<file path="config.mk">
export PLATFORM = sky130hd
export DESIGN_NAME = tiled_texture_pixel_writer_top
export DESIGN_NICKNAME = d
export VERILOG_FILES = /design/src/rtl/ttpw_pkg.sv /design/src/rtl/ttpw_core.sv /design/src/rtl/tiled_texture_pixel_writer_top.sv
export SDC_FILE = /design/constraint.sdc
export NUM_CORES = 1
export LEC_CHECK = 0
export BUFFER_PORTS_ARGS = -buffer_cell sky130_fd_sc_hd__buf_2
export CORE_MARGIN = 4
export CORE_UTILIZATION = 63
export DETAILED_ROUTE_END_ITERATION = 16
export GPL_ROUTABILITY_DRIVEN = 0
export PLACE_DENSITY = 0.86
export SLEW_MARGIN = 30
export SYNTH_ARGS = -nofsm -noshare
export SYNTH_HDL_FRONTEND = slang
export SYNTH_SLANG_ARGS = --single-unit
</file>
<file path="constraint.sdc">
create_clock -name clk_i -period 12.6 [get_ports clk_i]
set_input_delay 1.89 -clock clk_i [delete_from_list [all_inputs] [get_ports clk_i]]
set_output_delay 1.89 -clock clk_i [all_outputs]
set_load 0.02 [all_outputs]
</file>
<file path="src/rtl/ttpw_pkg.sv">
// Shared types, constants and the RGB5A3 packing function for the tiled
// texture pixel writer. No dependencies; every other file imports this one.

package ttpw_pkg;

  // Field widths
  localparam int unsigned CoordW   = 10;
  localparam int unsigned DimW     = 11;
  localparam int unsigned OffsW    = 11;
  localparam int unsigned BaseW    = 24;
  localparam int unsigned AddrW    = 25;
  localparam int unsigned WordW    = 16;
  localparam int unsigned PixelW   = 32;
  localparam int unsigned CfgIdxW  = 3;
  localparam int unsigned CfgDataW = 24;
  localparam int unsigned TileW    = 16;
  localparam int unsigned SInW     = 56;
  localparam int unsigned MOutW    = 88;

  // Largest level edge in texels; bigger register values clamp to it
  localparam int unsigned MaxDimension = 1024;

  // Alpha at or above this value packs as an opaque RGB5A3 word
  localparam logic [7:0] OpaqueAlpha = 8'd237;

  // Byte distance from the alpha/red half to the green/blue half of a tile
  localparam logic [AddrW-1:0] HalfTileBytes = AddrW'(32);

  typedef enum logic [CfgIdxW-1:0] {
    CFG_DEST_WIDTH   = 3'd0,
    CFG_DEST_HEIGHT  = 3'd1,
    CFG_HIGH_PREC    = 3'd2,
    CFG_OFFSET_X     = 3'd3,
    CFG_OFFSET_Y     = 3'd4,
    CFG_BASE_ADDRESS = 3'd5
  } ttpw_cfg_idx_e;

  typedef struct packed {
    logic [DimW-1:0]  dest_width;
    logic [DimW-1:0]  dest_height;
    logic             high_precision;
    logic [OffsW-1:0] offset_x;
    logic [OffsW-1:0] offset_y;
    logic [BaseW-1:0] base_address;
  } ttpw_cfg_t;

  typedef struct packed {
    logic [PixelW-1:0] pixel_rgba;
    logic [CoordW-1:0] src_y;
    logic [CoordW-1:0] src_x;
  } ttpw_req_t;

  typedef struct packed {
    logic             second_valid;
    logic [WordW-1:0] second_data;
    logic [AddrW-1:0] second_address;
    logic [WordW-1:0] first_data;
    logic [AddrW-1:0] first_address;
  } ttpw_res_t;

  // Pack 8-bit channels into one RGB5A3 word
  function automatic logic [WordW-1:0] ttpw_pack_rgb5a3(
    input logic [7:0] r,
    input logic [7:0] g,
    input logic [7:0] b,
    input logic [7:0] a
  );
    logic [WordW-1:0] word;
    if (a >= OpaqueAlpha) begin
      word = {1'b1, r[7:3], g[7:3], b[7:3]};
    end else begin
      word = {1'b0, a[7:5], r[7:4], g[7:4], b[7:4]};
    end
    return word;
  endfunction

endpackage

</file>
<file path="src/rtl/ttpw_core.sv">
// Address and data path of the tiled texture pixel writer: offset, bounds
// check, 4x4 tile addressing and texel format packing. Depends on ttpw_pkg.

module ttpw_core (
  input  ttpw_pkg::ttpw_cfg_t cfg_i,
  input  ttpw_pkg::ttpw_req_t req_i,
  output logic                keep_o,
  output ttpw_pkg::ttpw_res_t res_o
);
  import ttpw_pkg::*;

  logic [DimW-1:0]    width_c;
  logic [DimW-1:0]    height_c;
  logic [DimW:0]      px;
  logic [DimW:0]      py;
  logic [CoordW-1:0]  ux;
  logic [CoordW-1:0]  uy;
  logic [DimW:0]      tw_sum;
  logic [8:0]         tiles_wide;
  logic [16:0]        row_prod;
  logic [TileW-1:0]   tile;
  logic [3:0]         slot;
  logic [AddrW-1:0]   offs_lp;
  logic [AddrW-1:0]   offs_hp;
  logic [AddrW-1:0]   addr;
  logic [7:0]         red;
  logic [7:0]         green;
  logic [7:0]         blue;
  logic [7:0]         alpha;

  // Clamp level size to the largest supported edge
  assign width_c  = (cfg_i.dest_width > DimW'(MaxDimension)) ?
                    DimW'(MaxDimension) : cfg_i.dest_width;
  assign height_c = (cfg_i.dest_height > DimW'(MaxDimension)) ?
                    DimW'(MaxDimension) : cfg_i.dest_height;

  // Destination texel, signed 12 bits
  assign px = {cfg_i.offset_x[OffsW-1], cfg_i.offset_x} + {2'b00, req_i.src_x};
  assign py = {cfg_i.offset_y[OffsW-1], cfg_i.offset_y} + {2'b00, req_i.src_y};

  // Drop texels outside the level
  assign keep_o = !px[DimW] && !py[DimW] &&
                  (px[DimW-1:0] < width_c) && (py[DimW-1:0] < height_c);

  assign ux = px[CoordW-1:0];
  assign uy = py[CoordW-1:0];

  // Tile row stride is ceil(width / 4)
  assign tw_sum     = {1'b0, width_c} + (DimW+1)'(3);
  assign tiles_wide = tw_sum[DimW-1:2];
  assign row_prod   = uy[CoordW-1:2] * tiles_wide;
  assign tile       = row_prod[TileW-1:0] + TileW'(ux[CoordW-1:2]);
  assign slot       = {uy[1:0], ux[1:0]};

  // Byte offset inside the level: 32-byte or 64-byte tiles, 2 bytes a texel
  assign offs_lp = AddrW'({tile, slot, 1'b0});
  assign offs_hp = AddrW'({tile, 1'b0, slot, 1'b0});
  assign addr    = AddrW'(cfg_i.base_address) +
                   (cfg_i.high_precision ? offs_hp : offs_lp);

  assign red   = req_i.pixel_rgba[31:24];
  assign green = req_i.pixel_rgba[23:16];
  assign blue  = req_i.pixel_rgba[15:8];
  assign alpha = req_i.pixel_rgba[7:0];

  // Build the result words for the selected format
  always_comb begin
    res_o.first_address = addr;
    if (cfg_i.high_precision) begin
      res_o.first_data     = {alpha, red};
      res_o.second_address = addr + HalfTileBytes;
      res_o.second_data    = {green, blue};
      res_o.second_valid   = 1'b1;
    end else begin
      res_o.first_data     = ttpw_pack_rgb5a3(red, green, blue, alpha);
      res_o.second_address = '0;
      res_o.second_data    = '0;
      res_o.second_valid   = 1'b0;
    end
  end

endmodule

</file>
<file path="src/rtl/tiled_texture_pixel_writer_top.sv">
// Tiled texture pixel writer: configuration registers, input request
// register, result register and handshake. Depends on ttpw_pkg, ttpw_core.

// Takes RGBA8 pixel requests, one per clock while the output does not stall,
// and, unless the pixel lands outside the destination level, returns the
// byte address and 16-bit word (RGB5A3) or the two words (RGBA8, second
// word 32 bytes on) to write into a 4x4-tiled texture. The request sits in
// the input register, then offset, bounds check, tile multiply and packing
// run in one combinational pass into the result register. Throughput is one
// request per clock with no bubbles while the output is not stalled. Dropped
// pixels give no result and never stall the input. Write configuration only
// while no request is in flight.

module tiled_texture_pixel_writer_top (
  input  logic                            clk_i,
  input  logic                            rst_ni,
  // Configuration write port
  input  logic                            cfg_we_i,
  input  logic [ttpw_pkg::CfgIdxW-1:0]    cfg_index_i,
  input  logic [ttpw_pkg::CfgDataW-1:0]   cfg_data_i,
  // Pixel requests
  input  logic                            s_axis_tvalid,
  output logic                            s_axis_tready,
  // fields from bit 0: src_x[9:0], src_y[19:10], pixel_rgba[51:20], zero pad
  input  logic [ttpw_pkg::SInW-1:0]       s_axis_tdata,
  // Write results
  output logic                            m_axis_tvalid,
  input  logic                            m_axis_tready,
  // fields from bit 0: first_address[24:0], first_data[40:25],
  // second_address[65:41], second_data[81:66], zero pad
  output logic [ttpw_pkg::MOutW-1:0]      m_axis_tdata,
  // fields from bit 0: second_valid
  output logic                            m_axis_tuser
);
  import ttpw_pkg::*;

  ttpw_cfg_t cfg_q;
  logic      in_vld_q;
  ttpw_req_t in_req_q;
  logic      out_vld_q;
  ttpw_res_t out_res_q;
  logic      keep;
  ttpw_res_t res;
  logic      out_free;
  logic      in_adv;

  // Configuration registers
  always_ff @(posedge clk_i or negedge rst_ni) begin
    if (!rst_ni) begin
      cfg_q.dest_width     <= DimW'(1);
      cfg_q.dest_height    <= DimW'(1);
      cfg_q.high_precision <= 1'b0;
      cfg_q.offset_x       <= '0;
      cfg_q.offset_y       <= '0;
      cfg_q.base_address   <= '0;
    end else if (cfg_we_i) begin
      unique case (ttpw_cfg_idx_e'(cfg_index_i))
        CFG_DEST_WIDTH:   cfg_q.dest_width     <= cfg_data_i[DimW-1:0];
        CFG_DEST_HEIGHT:  cfg_q.dest_height    <= cfg_data_i[DimW-1:0];
        CFG_HIGH_PREC:    cfg_q.high_precision <= cfg_data_i[0];
        CFG_OFFSET_X:     cfg_q.offset_x       <= cfg_data_i[OffsW-1:0];
        CFG_OFFSET_Y:     cfg_q.offset_y       <= cfg_data_i[OffsW-1:0];
        CFG_BASE_ADDRESS: cfg_q.base_address   <= cfg_data_i[BaseW-1:0];
        default: ;
      endcase
    end
  end

  ttpw_core u_core (
    .cfg_i  (cfg_q),
    .req_i  (in_req_q),
    .keep_o (keep),
    .res_o  (res)
  );

  // Advance the held request when it is dropped or the result slot frees up
  assign out_free      = !out_vld_q || m_axis_tready;
  assign in_adv        = in_vld_q && (!keep || out_free);
  assign s_axis_tready = !in_vld_q || in_adv;

  // Input request register
  always_ff @(posedge clk_i or negedge rst_ni) begin
    if (!rst_ni) begin
      in_vld_q <= 1'b0;
    end else if (s_axis_tready) begin
      in_vld_q <= s_axis_tvalid;
    end
  end

  always_ff @(posedge clk_i) begin
    if (s_axis_tready && s_axis_tvalid) begin
      in_req_q <= ttpw_req_t'(s_axis_tdata[51:0]);
    end
  end

  // Result register
  always_ff @(posedge clk_i or negedge rst_ni) begin
    if (!rst_ni) begin
      out_vld_q <= 1'b0;
    end else if (out_free) begin
      out_vld_q <= in_vld_q && keep;
    end
  end

  always_ff @(posedge clk_i) begin
    if (in_vld_q && keep && out_free) begin
      out_res_q <= res;
    end
  end

  assign m_axis_tvalid = out_vld_q;
  assign m_axis_tuser  = out_res_q.second_valid;
  assign m_axis_tdata  = {6'b0, out_res_q.second_data, out_res_q.second_address,
                          out_res_q.first_data, out_res_q.first_address};

`ifndef SYNTH
  // A kept request waiting on a stalled output stays held
  a_hold_kept: assert property (@(posedge clk_i) disable iff (!rst_ni)
    in_vld_q && keep && !out_free |=> in_vld_q && $stable(in_req_q))
    else $error("kept request lost while output stalled");

  // Input stalls only with a request held
  a_ready_empty: assert property (@(posedge clk_i) disable iff (!rst_ni)
    !s_axis_tready |-> in_vld_q)
    else $error("input stalled with empty request register");

  // Green/blue word sits half a tile after the alpha/red word
  a_second_addr: assert property (@(posedge clk_i) disable iff (!rst_ni)
    m_axis_tvalid && m_axis_tuser |->
      out_res_q.second_address == out_res_q.first_address + HalfTileBytes)
    else $error("second word address is not first plus half tile");

  // RGB5A3 results carry zeroed second word fields
  a_second_zero: assert property (@(posedge clk_i) disable iff (!rst_ni)
    m_axis_tvalid && !m_axis_tuser |->
      out_res_q.second_address == '0 && out_res_q.second_data == '0)
    else $error("second word fields not zero in RGB5A3 mode");
`endif

endmodule

</file>
# Yosys cells after proc, flatten, opt, wreduce, memory -nomap -nowiden
# Cells that the tools add are included.
# op_classes
n_addsub	6
mul	1
magnitude_cmp	5
eq_ne	5
n_mux	5
n_reduce_logical	22
# ops
cell	n
58-bit two-way mux	1
24-bit by 25-bit adder with 25-bit output	1
25-bit by 6-bit adder with 25-bit output (second input constant)	1
11-bit by 11-bit adder with 12-bit output	2
11-bit > comparator (second input constant)	2
11-bit less-than comparator	2
11-bit two-way mux	2
22-bit two-way mux	1
16-bit by 8-bit adder with 16-bit output	1
8-bit by 9-bit multiplier with 16-bit output	1
16-bit two-way mux	1
2-bit AND reduction	6
11-bit by 2-bit adder with 11-bit output (second input constant)	1
8-bit >= comparator (second input constant)	1
1-bit logical AND	7
3-bit by 2-bit equality test with 1-bit output (second input constant)	2
3-bit equality test (second input constant)	2
1-bit logical NOT	5
3-bit by 1-bit equality test with 1-bit output (second input constant)	1
3-bit logical NOT	1
1-bit logical OR	3
# totals
regBits	206
in_bits	88

# Longest topological paths before layout
# depth
depth_word	10
depth_mapped	39

# Cells and area by module
# From an unflattened synthesis, not the netlist that was laid out.
# unflattened
hier_cells	1162
area_unflattened_um2	13193.9
# modules_own_cells
mod	instances	cells_each	area_each_um2	seq_area_each_um2
tiled_texture_pixel_writer_top	1	302	6817.8	5833.1
ttpw_core	1	860	6376.1	0.0

# Worst setup path before layout
# No wires, ideal clock.
# synth_timing
path_type	register -> register
startpoint	reg cfg_q[25] (netlist name)
endpoint	reg out_res_q (netlist bit m_axis_tdata[64]) (data pin)
arrival_time_ns	8.226
slack_ns	4.228
stages_incl_launch_ff	32
n_path_buf	2
synth_period_minus_slack_ns	8.372
path_cell_list	dfrtp_1 > ha_1 > a21o_1 > a21oi_1 > o21ai_0 > a2111oi_0 > o211ai_1 > and3_1 > clkbuf_1 > or2_2 > fa_1 > fa_1 > inv_1 > fa_1 > inv_1 > fa_1 > inv_1 > ha_1 > o21ai_0 > a211oi_1 > nor3_1 > xnor2_1 > mux2_2 > ha_1 > clkbuf_1 > and3_1 > a221o_1 > a211oi_4 > nor4b_4 > nand4_2 > or4_1 > a21oi_1
# synth_rtl
element	line_no	rtl
from (decl)	tiled_texture_pixel_writer_top.sv:37	ttpw_cfg_t cfg_q;
to (signal assigned)	tiled_texture_pixel_writer_top.sv:107	out_res_q <= res;
to (decl)	tiled_texture_pixel_writer_top.sv:41	ttpw_res_t out_res_q;

# Worst setup path after layout
# layout_timing
startpoint	reg in_req_q[11] (netlist name)
endpoint	reg out_res_q (netlist bit m_axis_tdata[64]) (data pin)
# layout_via
elab_chain_len	6
# layout_lines
element	line_no	rtl
from (decl)	tiled_texture_pixel_writer_top.sv:39	ttpw_req_t in_req_q;
from (signal assigned)	tiled_texture_pixel_writer_top.sv:92	in_req_q <= ttpw_req_t'(s_axis_tdata[51:0]);
11-bit by 11-bit adder with 12-bit output *	ttpw_core.sv:39	assign py = {cfg_i.offset_y[OffsW-1], cfg_i.offset_y} + {2'b00, req_i.src_y};
8-bit by 9-bit multiplier with 16-bit output	ttpw_core.sv:51	assign row_prod = uy[CoordW-1:2] * tiles_wide;
16-bit by 8-bit adder with 16-bit output	ttpw_core.sv:52	assign tile = row_prod[TileW-1:0] + TileW'(ux[CoordW-1:2]);
22-bit two-way mux *	ttpw_core.sv:59	(cfg_i.high_precision ? offs_hp : offs_lp);
24-bit by 25-bit adder with 25-bit output *	ttpw_core.sv:58	assign addr = AddrW'(cfg_i.base_address) +
25-bit by 6-bit adder with 25-bit output *	ttpw_core.sv:71	res_o.second_address = addr + HalfTileBytes;
# Mark *: on every way between the ends. The rest lies on a longest branch, timed or not.
# A chain may end at the register's enable or synchronous reset.

==> results.sh <==
export IMPL_outcome="complete, no violations"
export IMPL_netlist_instances=1167
export IMPL_core_sq_mm=0.0204
export IMPL_clockBufferDepth=3
export IMPL_cp_required_ns=12.95
export IMPL_synth_async_reset_ratio_pct=34.5
export IMPL_r2r_start="in_req_q[11]"
export IMPL_routedWlPerCell_um=17.2
export IMPL_grt_setup_unrepaired="false"
export IMPL_cp_slowest_cell="a2111oi_0"
export IMPL_hold_depth=0
export IMPL_cts_buffers=22
export IMPL_dp_hpwl_mm=20.6
export IMPL_worst_clock_skew_ns=0.0132
export IMPL_rows=52
export IMPL_hold_class="flop to flop"
export IMPL_tns_ns=0
export IMPL_via_count=9198
export IMPL_cpPeakStageDelay_ns=0.69
export IMPL_crit_path_end_kind="flop"
export IMPL_worstPathArrival_ns=9.68
export IMPL_hold_violations=0
export IMPL_preCtsSetupSlack_ns=3.34
export IMPL_synth_main_ff_cell="edfxtp_1"
export IMPL_root_buffer="clkbuf_16"
export IMPL_clock_fmax_ghz=0.107
export IMPL_antenna_found_initial=0
export IMPL_grt_overflow=0
export IMPL_final_max_slew_viol_count=0
export IMPL_initial_core_util_pct=64.3
export IMPL_worst_pin_slew_ns=0.971
export IMPL_ys_ff_latch=206
export IMPL_cts_htree_levels=1
export IMPL_ys_seq_area_share_pct=44.6
export IMPL_die_area_sq_mm=0.0231
export IMPL_grt_use_total_pct=24.0
export IMPL_syn_cell_area_sq_mm=0.0131
export IMPL_rr_worst_depth=31
export IMPL_fillerInstances=1350
export IMPL_startpoint_type="flop"
export IMPL_synth_edff_count=135
export IMPL_ys_types=72
export IMPL_detail_route_first_pass_iterations=5
export IMPL_drt_wl_total_mm=27.9
export IMPL_first_iter_violations=462
export IMPL_max_cap_violations=0
export IMPL_cts_sinks=206
export IMPL_cts_tree="done"
export IMPL_ff2ff_setup_slack_ns=3.27
export IMPL_multi_input_area_sq_mm=0.00676
export IMPL_drive_above_1_share_pct=23.5
export IMPL_min_to="m_axis_tdata[0]"
export IMPL_hold_buffers=0
export IMPL_worstReg2RegEnd="m_axis_tdata[64]"
export IMPL_relSlewSlack_pct=34.8
export IMPL_area_growth_pct=14.1
export IMPL_fin_cells=1626
export IMPL_finalNetCount=1578
export IMPL_yosys_warnings=0
export IMPL_critPathKind="flop to flop"
export IMPL_final_setup_worst_slack_ns=3.27
export IMPL_grt_max_degree=72
export IMPL_grt_pass1_wl_mm=46.1
export IMPL_regArea_sq_mm=0.00583
export IMPL_avgSynthCellArea_sq_um=11.2
export IMPL_diodes=0
export IMPL_hp_start="cfg_q[0]"
export IMPL_drc_errors=0
export IMPL_clock_latency_ns=0.51
export IMPL_min_period_over_period_pct=74.1
export IMPL_die_w_um=152
export IMPL_setup_viol=0
export IMPL_cp_max_fo=9
export IMPL_io_pins=179
export IMPL_clk_pin_slew_ns=0.06
export IMPL_numPortBuffers=168
export IMPL_grt_pass1_vias=9453
export IMPL_postCtsSetupBuffers=0
export IMPL_viasPerCell=5.66
export IMPL_crit_family="compound AO/OA/AOI/OAI gates"
export IMPL_die_h_um=152
export IMPL_period_needed_ns=9.33
export IMPL_drtAntennaViolNets=0
export IMPL_path_buf_inv=3
export IMPL_post_cts_resize_count=0
export IMPL_dp_cells=1586
## placed cells by master (no fill, tap or decap), drive strengths merged, types with 3 or more instances in the layout
cell,count
a211oi,10
a21o,19
a21oi,50
a31oi,6
and2,27
and3,7
buf,176
clkbuf,28
clkinv,7
clkinvlp,3
conb,6
dfrtp,69
edfxtp,135
fa,52
ha,98
inv,105
mux2,74
mux2i,17
nand2,92
nand2b,10
nand3,25
nand3b,4
nand4,7
nor2,97
nor2b,18
nor3,16
nor4,5
o2111ai,4
o211ai,8
o21a,10
o21ai,47
o21bai,10
o31ai,4
or2,8
or3,10
xnor2,42
xor2,19
## worst max-delay path by stage
stage,start,endpoint,slack [ns],depth (start not counted)
6_report,in_req_q[11],m_axis_tdata[64],3.27,31
5_1_grt,in_req_q[11],m_axis_tdata[63],2.62,32
4_1_cts,in_req_q[11],m_axis_tdata[64],3.26,31
3_5_place_dp,in_req_q[11],m_axis_tdata[63],3.34,32
3_3_place_gp,in_req_q[11],m_axis_tdata[64],3.48,31
2_1_floorplan,cfg_q[25],m_axis_tdata[64],4.23,31
## cell usage after synthesis, types with 3 or more instances
cell type	count	area [sq um]
nor2_1	97	364
o21ai_0	45	225
a31oi_1	6	37.5
o211ai_1	6	45.0
mux2i_1	17	170
ha_1	98	1230
or3_1	10	62.6
fa_1	52	1040
a21oi_2	4	35.0
or2_2	8	50.1
and2_1	27	169
mux2_2	74	833
nor4_1	4	25.0
a21o_1	19	143
xor2_1	19	166
inv_1	103	387
a211oi_1	8	60.1
dfrtp_1	69	1730
nand2b_1	10	62.6
o2111ai_1	4	35.0
a21oi_1	46	230
nand2_1	92	345
edfxtp_1	135	4050
o31ai_1	4	30.0
nor3_1	15	75.1
nand3b_1	3	22.5
nand3_1	25	125
o21a_1	10	75.1
xnor2_1	41	359
clkbuf_1	21	78.8
buf_4	7	52.6
nor2b_1	18	113
o21bai_1	9	67.6
nand4_1	6	37.5
and3_1	7	43.8
## flip-flops by register name, indices dropped and copies added (netlist names)
register       count
m_axis_tdata      82
cfg_q             69
m_axis_tuser       1
in_req_q          52
in_vld_q           1
m_axis_tvalid      1
## layer usage
layer	vias to the layer above	track usage, %	share of wire (%)
li1	4429	-	-
met1	4406	29.9	40
met2	287	42.6	51
met3	76	3.72	5.7
met4	0	8.82	3.5
met5	-	0	0
## stage by stage
| step | utilization, % | area (sq um) | hold slack [ns] |
|---|---|---|---|
| after floorplan | - | 13100 | 0.434 |
| after global placement | 69.8 | 14200 | 0.448 |
| after detailed placement | 69.8 | 14200 | 0.465 |
| after CTS | 73.3 | 14900 | 0.478 |
| after global routing | 73.4 | 14900 | 0.494 |
| final | 73.4 | 14900 | 0.476 |
## area by class of cell
| class | count | share of cell area (%) |
|---|---|---|
| Clock inverter | 12 | 0.796 |
| Clock buffer | 28 | 3.98 |
| Sequential cell | 206 | 39.1 |
| Timing Repair Buffer | 176 | 6.05 |
| Multi-Input combinational cell | 829 | 45.2 |
| Tap cell | 270 | 2.26 |
| Inverter | 105 | 2.64 |
## kinds of logic after synthesis
kind of cell,after synthesis,synth area share [%]
buf+inv,137,4.15
simple gates,338,12.8
flops,206,44.6
fa+ha+maj,151,17.4
xor+xnor,61,4.14
other cells,1,0.0286
mux,91,7.67
compound gates,182,9.22
Power is not shown: default switching activity piles up to over one toggle a cycle in this logic, so the estimate is an artifact.
